$ cat config.mk
export PLATFORM = sky130hd
export DESIGN_NAME = tdr_divider
export DESIGN_NICKNAME = d
export VERILOG_FILES = /design/src/design/tdr_divider.sv
export SDC_FILE = /design/constraint.sdc
export NUM_CORES = 1
export LEC_CHECK = 0
export BUFFER_PORTS_ARGS = -buffer_cell sky130_fd_sc_hd__buf_2
export CORE_MARGIN = 2
export CORE_UTILIZATION = 40
export CTS_CLUSTER_SIZE = 24
export DETAILED_ROUTE_END_ITERATION = 6
export GPL_ROUTABILITY_DRIVEN = 0
export HOLD_SLACK_MARGIN = 0.06
export PLACE_DENSITY = 0.66
export SYNTH_ARGS = -nofsm -noshare
export SYNTH_HDL_FRONTEND = slang
export SYNTH_SLANG_ARGS = --single-unit
export TNS_END_PERCENT = 20
$ cat constraint.sdc
create_clock -name clk_i -period 15.85 [get_ports clk_i]
set_clock_uncertainty 0.15 [all_clocks]
set_input_delay 3.17 -clock clk_i [delete_from_list [all_inputs] [get_ports clk_i]]
set_output_delay 3.17 -clock clk_i [all_outputs]
set_load 0.03 [all_outputs]
$ cat src/design/tdr_divider.sv
// Restoring signed divider, one quotient bit per cycle, truncating toward zero.
// Depends on nothing; used by triangle_depth_rasterizer.
`default_nettype none
module tdr_divider #(
  parameter int NumW = 64,
  parameter int DenW = 36
) (
  input  wire logic                   clk_i,
  input  wire logic                   rst_ni,
  input  wire logic                   start_i,
  input  wire logic signed [NumW-1:0] num_i,
  input  wire logic        [DenW-1:0] den_i,
  output logic                        done_o,
  output logic signed [NumW-1:0]      quo_o
);
  localparam int CntW = $clog2(NumW + 1);

  logic [NumW-1:0] q_q, q_d;
  logic [DenW:0]   r_q, r_d;
  logic [DenW-1:0] den_q, den_d;
  logic            neg_q, neg_d;
  logic [CntW-1:0] cnt_q, cnt_d;
  logic            run_q, run_d;
  logic [DenW:0]   trial;

  always_comb begin
    q_d = q_q; r_d = r_q; den_d = den_q; neg_d = neg_q; cnt_d = cnt_q; run_d = run_q;
    trial = {r_q[DenW-1:0], q_q[NumW-1]};
    done_o = 1'b0;
    if (start_i) begin
      neg_d = num_i[NumW-1];
      q_d   = num_i[NumW-1] ? (~num_i + 1'b1) : num_i;
      r_d   = '0;
      den_d = den_i;
      cnt_d = CntW'(NumW);
      run_d = 1'b1;
    end else if (run_q) begin
      // shift in one numerator bit, subtract where it fits
      if (trial >= {1'b0, den_q}) begin
        r_d = trial - {1'b0, den_q};
        q_d = {q_q[NumW-2:0], 1'b1};
      end else begin
        r_d = trial;
        q_d = {q_q[NumW-2:0], 1'b0};
      end
      cnt_d = cnt_q - 1'b1;
      if (cnt_q == CntW'(1)) begin
        run_d  = 1'b0;
        done_o = 1'b1;
      end
    end
  end

  always_comb begin
    quo_o = neg_q ? -$signed(q_d) : $signed(q_d);
  end

  always_ff @(posedge clk_i or negedge rst_ni) begin
    if (!rst_ni) begin
      run_q <= 1'b0;
      cnt_q <= '0;
    end else begin
      run_q <= run_d;
      cnt_q <= cnt_d;
    end
  end

  always_ff @(posedge clk_i) begin
    q_q <= q_d; r_q <= r_d; den_q <= den_d; neg_q <= neg_d;
  end
endmodule
`default_nettype wire

# Word-level counts from Yosys, hierarchy flattened
# Cells that the tools add are included.
word_totals:
  out_inout_bits: 65
  wordCells: 28
  input_bits: 103
  reg_bits: 145
op_classes:
  eq_ne: 1
  bitwise: 1
  n_addsub: 4
  reduce_logical: 1
  magnitude_cmp: 1
  mux: 14
op_table:
  columns: ["operator", "n"]
  rows:
  - ["64-bit two-way mux", 4]
  - ["64-bit by 1-bit adder with 64-bit output, second input constant", 1]
  - ["64-bit negator", 1]
  - ["64-bit inverter", 1]
  - ["37-bit by 36-bit >= comparator with 1-bit output", 1]
  - ["36-bit two-way mux", 1]
  - ["36-bit subtractor", 1]
  - ["7-bit two-way mux", 2]
  - ["7-bit by 1-bit == test with 1-bit output, second input constant", 1]
  - ["1-bit two-way mux", 7]
  - ["7-bit by 1-bit subtractor with 7-bit output, second input constant", 1]
  - ["2-bit nonzero test", 1]

# Longest topological paths before layout
# Gate-level depths: netlist of the first run.
depth:
  depth_word: 6
  ltp_mapped: 19
  ltp_nobuf: 18

# Worst setup path before layout of the first run
# OpenSTA, ideal clock, no wires.
synth_timing:
  kind: "input to output"
  start: "input port num_i[0]"
  end: "output port quo_o[62]"
  slack_ns: 5.946
  required_ns: 12.530
  path_buffers: 0
  arrival_ns: 6.584
  stages: 12
  cell_sequence: "inv_1 -> ha_1 -> or3b_2 -> nor4_4 -> nand3_4 -> o311a_1 -> o22a_1 -> nand4b_1 -> nor4_2 -> nand3_2 -> o41ai_2 -> xnor2_1"
synth_between:
  elab_chain_len: 6
synth_rtl:
  columns: ["item", "line", "text"]
  rows:
  - ["from (decl)", "11", "input wire logic signed [NumW-1:0] num_i,"]
  - ["64-bit inverter", "32", "q_d = num_i[NumW-1] ? (~num_i + 1'b1) : num_i;"]
  - ["64-bit by 1-bit adder with 64-bit output", "32", null]
  - ["64-bit two-way mux", "32", null]
  - ["64-bit two-way mux", "30", "if (start_i) begin"]
  - ["net q_d[38]", "18", "logic [NumW-1:0] q_q, q_d;"]
  - ["64-bit negator", "55", "quo_o = neg_q ? -$signed(q_d) : $signed(q_d);"]
  - ["64-bit two-way mux", "55", null]
  - ["to (decl)", "14", "output logic signed [NumW-1:0] quo_o"]
# The timed path passes the listed nets, and every way through them passes these cells.

# Final worst setup path of the first run
layout_timing:
  start: "input port start_i"
  end: "output port quo_o[62]"
layout_between:
  elab_chain_len: 3
layout_rtl:
  columns: ["item", "line", "text"]
  rows:
  - ["from (decl)", "10", "input wire logic start_i,"]
  - ["64-bit two-way mux", "30", null]
  - ["net q_d[8]", "18", null]
  - ["64-bit negator", "55", null]
  - ["64-bit two-way mux", "55", null]
# The timed path passes the listed nets, and every way through them passes these cells.

==> flow_metrics.tcl, run 1 <==
set metrics [dict create \
    status "complete, no violations" \
    power_density_nw_per_um2 97.82 \
    grt_max_degree 87 \
    ys_ff_latch 145 \
    clk_path_buf_depth 2 \
    cp_slowest_cell "o41ai_2" \
    insertion_delay_ps 440 \
    drive_above_1_share_pct 17.84 \
    initial_core_util_pct 40.63 \
    drv_cap 0 \
    finalSetupTns_ps 0 \
    post-cts-setup-buffers 0 \
    nets 1661 \
    ys_types 95 \
    cp_top_family "simple AND/OR/NAND/NOR gates" \
    synthFlopType "dfxtp_1" \
    drc 0 \
    cts.clk_slew.worst_paths_ps 60 \
    crit_buf_inv 4 \
    worst_slew_pin_slew_ps 994.3 \
    die_area_um2 30540 \
    portBuffers 167 \
    hold_buffers 0 \
    finalMaxSlewViolations 0 \
    syn_to_final_growth_pct 13.86 \
    rsz0062_at_grt "no" \
    arrival_ps 7530 \
    cts_resized 0 \
    critical_path_class "input port to output pin" \
    synth_edf_count 37 \
    hold_class "flop to flop" \
    fin_crit_sh_pct 68.47 \
    viasPerCell 5.893 \
    grt_usage_pct 21.87 \
    routed_wl_mm 33.81 \
    min_period_ps 10850 \
    endpoint_kind "output pin" \
    wl_per_cell_um 17.67 \
    die_w_um 174.8 \
    root_buffer "clkbuf_16" \
    htreeDepth 4 \
    layout_common_cells "buf_2 (166), nand2_1 (104), dfxtp_1 (100), nor2_1 (92), xnor2_1 (90)" \
    yosysWarnings 0 \
    dr.first_iter.drc_count 1311 \
    cts_buffers 17 \
    hold_violations 0 \
    ant_nets 0 \
    setup_viol 0 \
    slowest_delay_ps 450 \
    slew_headroom_pct 33.71 \
    grt_pass1_wl_mm 54.65 \
    cts_tree "yes" \
    p_leak_nw 5.390 \
    synth_area_um2 11660 \
    crit_required_ps 12530 \
    hpwl_mm 24.94 \
    worstPathMaxFanout 77 \
    io-pin-count 168 \
    path_cells "buf_6 > inv_1 > buf_4 > nor4b_1 > nor3_1 > or3_1 > or3_1 > nor3_1 > nor2b_1 > nand3_2 > o41ai_2 > xnor2_1 > buf_2" \
    grt_pass1_vias 10289 \
    antenna_cells 0 \
    fin_util_pct 46.26 \
    netlist_instances 1408 \
    ys_seq_area_share_pct 28.41 \
    synth.avg_cell_area_um2 8.283 \
    num_rows 62 \
    antenna_found_initial 0 \
    cts.sinks 145 \
    synth_fp_nets 1552 \
    core-area_um2 28700 \
    async_flop_share_pct 5.517 \
    dr.pass1.iters 6 \
    design_area_um2 13280 \
    routed-via-count 11280 \
    ir_worst_vdd_v 0.00007921 \
    grt-ovfl-total 0 \
    final_common_cell "buf_2" \
    r2r_slack_ps 11430 \
    die_height_um 174.8 \
    worst_setup_path_start_kind "input port" \
    maxClockFrequency_mhz 92.14 \
    place_area_um2 12700 \
]
[final timing paths]
kind,startpoint,end,depth (start not counted)
setup / recovery,start_i,quo_o[62],13
hold / removal,r_q[18],r_q[18],2
setup reg to reg,den_q[24],r_q[16],13
hold reg to reg,r_q[18],r_q[18],2
max in group asynchronous,rst_ni,run_q,1
min in group asynchronous,rst_ni,cnt_q[5],1
[worst min-delay path: stages (launching register included)]
cell and delay (ps):
dfxtp_1 320, nor2_1 80, nor3_1 50
[synthesized netlist by cell type, types with 7 or more instances]
library cell,count,share of area [%]
a211oi_1,54,3.5
a21o_1,22,1.4
a21oi_1,89,3.8
a31oi_1,11,0.59
a41oi_1,9,0.68
and2_1,7,0.38
and3_1,17,0.91
buf_1,16,0.51
buf_2,11,0.47
clkbuf_1,57,1.8
dfrtp_1,8,1.7
dfxtp_1,100,17
edfxtp_1,37,9.5
ha_1,40,4.3
inv_1,68,2.2
mux2_2,11,1.1
mux2i_1,30,2.6
nand2_1,104,3.3
nand2b_1,13,0.70
nand3_1,32,1.4
nand4_1,16,0.86
nor2_1,92,3.0
nor2b_1,36,1.9
nor3_1,45,1.9
nor4_1,20,1.1
o211ai_1,16,1.0
o21a_1,9,0.58
o21ai_0,60,2.6
o21ai_1,8,0.34
o22ai_1,7,0.38
o31ai_1,29,1.9
o41ai_1,16,1.2
o41ai_2,15,2.1
or3_1,26,1.4
or4_1,16,1.0
xnor2_1,90,6.8
xor2_1,32,2.4
[cell type report]
cell class / count / area (um^2)
fill: 2870 / 15420
multi-input combinational: 1106 / 7727
sequential: 145 / 3317
timing repair buffer: 177 / 917.1
tap: 384 / 480.5
clock buffer: 20 / 467.9
inverter: 70 / 262.8
clock inverter: 12 / 106.4
[sequential cells by signal, summed over array words and instances (netlist names)]
name,cells
cnt_q,7
den_q,36
neg_q,1
q_q,64
r_q,36
run_q,1
[kinds of logic after synthesis]
kind of cell               synth area share, %
xor gates and xnor gates                 9.162
AOI/OAI and AO/OA                        26.01
buffers and inverters                    5.332
muxes                                    3.637
adders and majority gates                4.463
DFF                                      28.41
and+or+nand+nor                          22.99
[per-stage QoR]
| stage | hold slack [ps] | power (W) | std cells | worst slack [ps] |
|---|---|---|---|---|
| after floorplan | 308.8 | 0.0007807 | 1408 | 5946 |
| after global placement | 327.3 | 0.0009046 | 1882 | 5106 |
| after detailed placement | 338.7 | 0.0009094 | 1882 | 5017 |
| after CTS | 349.8 | 0.001303 | 1914 | 5010 |
| after global routing | 368.6 | 0.001368 | 1914 | 4576 |
| final | 346.1 | 0.001299 | 1914 | 4997 |
[routing by layer]
layer / global-route usage (%) / part of all wire (%)
met5: 0 / 0
met2: 32.23 / 43
met1: 32.20 / 47
met4: 7.326 / 2.8
met3: 3.655 / 7.9
[power breakdown]
group / switching (W) / leakage [nW] / internal, W
Sequential: 0.0000324 / 1.29 / 0.000427
Combinational: 0.000287 / 3.82 / 0.000162
Clock: 0.000162 / 0.285 / 0.000229
No activity file was read; power rests on OpenSTA's default activity.
==> run 2: changes to the inputs <==
Clock period 15.85 ns to 10.2 ns, I/O delays scaled along.
==> run 2 against run 1 <==
Compared with the run above: first-iteration DRC count decreased by 1.1%; setup slack lost 3300 ps; register-to-register slack got worse by 5700 ps; wire length down 0.22%; core utilization hardly changed; die area did not move; power grew 56%; cell count hardly changed; highest routed layer unchanged; critical path type unchanged; via count down 0.68%; clock-buffer cell count shrank 1.
==> flow_metrics.tcl, run 2 (synthesis results as in run 1) <==
set metrics [dict create \
    power_frac_comb_pct 34.6 \
    setup_ws_ps 1742 \
    status "complete, no violations" \
    maxClockFrequency_mhz 118.2 \
    top_register "q_q" \
    seq_area_um2 3317 \
    place_ws_ps 1826 \
    rsz0062_at_grt "no" \
    hold_class "flop to flop" \
    reg_top3 "q_q: 64 flops, den_q: 36 flops, r_q: 36 flops" \
    hold_buffers 0 \
    viasPerCell 5.850 \
    grt-ovfl-total 0 \
    grt_pass1_wl_mm 55.06 \
    holdWs_ps 341.3 \
    cts_resized 0 \
    hold_violations 0 \
    drive_above_1_share_pct 17.96 \
    power_density_nw_per_um2 152.2 \
    post-cts-setup-buffers 0 \
    grt_usage_pct 21.89 \
    slowest_delay_ps 780 \
    fin_crit_sh_pct 82.93 \
    htreeDepth 4 \
    hpwl_mm 25.23 \
    die_w_um 174.8 \
    drc 0 \
    cts.clk_slew.worst_paths_ps 70 \
    routed_wl_mm 33.74 \
    finalMaxSlewViolations 0 \
    wl_per_cell_um 17.62 \
    worst_slew_pin_slew_ps 965.4 \
    grt_pass1_vias 10475 \
    power_w 0.002023 \
    seqPwrFrac_pct 35.2 \
    antenna_found_initial 0 \
    p_leak_nw 5.399 \
    critical_path_class "input port to output pin" \
    clk_path_buf_depth 2 \
    grt_max_degree 85 \
    drv_cap 0 \
    die_height_um 174.8 \
    intPower_w 0.001256 \
    multiInputGateArea_um2 7727 \
    num_rows 62 \
    initial_core_util_pct 40.63 \
    largest_register_ff_count 64 \
    die_area_um2 30540 \
    insertion_delay_ps 420 \
    finalSetupTns_ps 0 \
    fin_cells 1915 \
    routed-via-count 11203 \
    cp_slowest_cell "nor3_2" \
    cts.sinks 145 \
    path_cells "buf_2 > nor3_2 > nand3_1 > or3_1 > or4_1 > nand3_1 > nand4b_1 > nor4_2 > nand3_2 > o41ai_2 > xnor2_1 > buf_2" \
    io-pin-count 168 \
    arrival_ps 6270 \
    antenna_cells 0 \
    worst_setup_path_start_kind "input port" \
    endpoint_kind "output pin" \
    p_sw_share_pct 37.91 \
    layout_common_cells "buf_2 (166), nand2_1 (104), dfxtp_1 (100), nor2_1 (92), xnor2_1 (90)" \
    dr.pass1.iters 6 \
    setup_viol 0 \
    worstPathMaxFanout 15 \
    pwr-share-clk_pct 30.2 \
    dr.first_iter.drc_count 1297 \
    final_common_cell "buf_2" \
    ant_nets 0 \
    slew_headroom_pct 35.64 \
    p_switching_w 0.0007670 \
    portBuffers 167 \
    crit_required_ps 8010 \
    min_period_ps 8458 \
    cts_buffers 17 \
    placed_cells 1883 \
    ir_worst_vdd_v 0.00009475 \
    syn_to_final_growth_pct 13.95 \
    nets 1662 \
    core-area_um2 28700 \
    cts_tree "yes" \
    nFillCells 2874 \
    root_buffer "clkbuf_16" \
]
==> run 2: worst paths after layout <==
path	from	to	slack, ps	cells after the start
worst max-delay path	num_i[4]	quo_o[62]	1740	12
worst min-delay path	r_q[1]	r_q[1]	340	2
worst max register to register	r_q[23]	r_q[16]	5760	13
worst min register to register	r_q[1]	r_q[1]	340	2
max in group asynchronous	rst_ni	run_q	8400	1
min in group asynchronous	rst_ni	cnt_q[5]	1300	1
==> run 2: per-stage QoR <==
stage | util [%] | instance area, um^2
5_1_grt | 46.30 | 13290
4_1_cts | 46.30 | 13290
3_5_place_dp | 44.29 | 12710
6_report | 46.30 | 13290
2_1_floorplan | - | 11660
3_3_place_gp | 44.29 | 12710
==> run 2: layout make-up <==
cell class | instances | share of cell area [%]
multi-input combinational | 1106 | 58.15
sequential | 145 | 24.96
timing repair buffer | 178 | 6.958
tap | 384 | 3.615
clock buffer | 19 | 3.493
inverter | 70 | 1.977
clock inverter | 13 | 0.8474
==> run 2: power groups by stage <==
stage | combinational (W) | sequential [W] | clock [W]
after floorplan | 0.000510 | 0.000703 | 0
after global placement | 0.000685 | 0.000722 | 0
after detailed placement | 0.000691 | 0.000724 | 0
after CTS | 0.000695 | 0.000712 | 0.000627
after global routing | 0.000759 | 0.000722 | 0.000652
final | 0.000699 | 0.000713 | 0.000611
==> run 2: worst max-delay path: cells and delay by family <==
| family | cells | cell delay (ps) |
|---|---|---|
| compound gates | 1 | 430 |
| xor+xnor | 1 | 150 |
| buf+inv | 2 | 340 |
| simple gates | 8 | 3290 |
==> run 2: layer usage <==
metal	up-vias	part of all wire (%)	track usage (%)
met2	449	44	33.84
met4	0	2.1	6.181
li1	5521	-	-
met5	-	0	0
met1	5180	47	31.15
met3	53	7.1	4.025
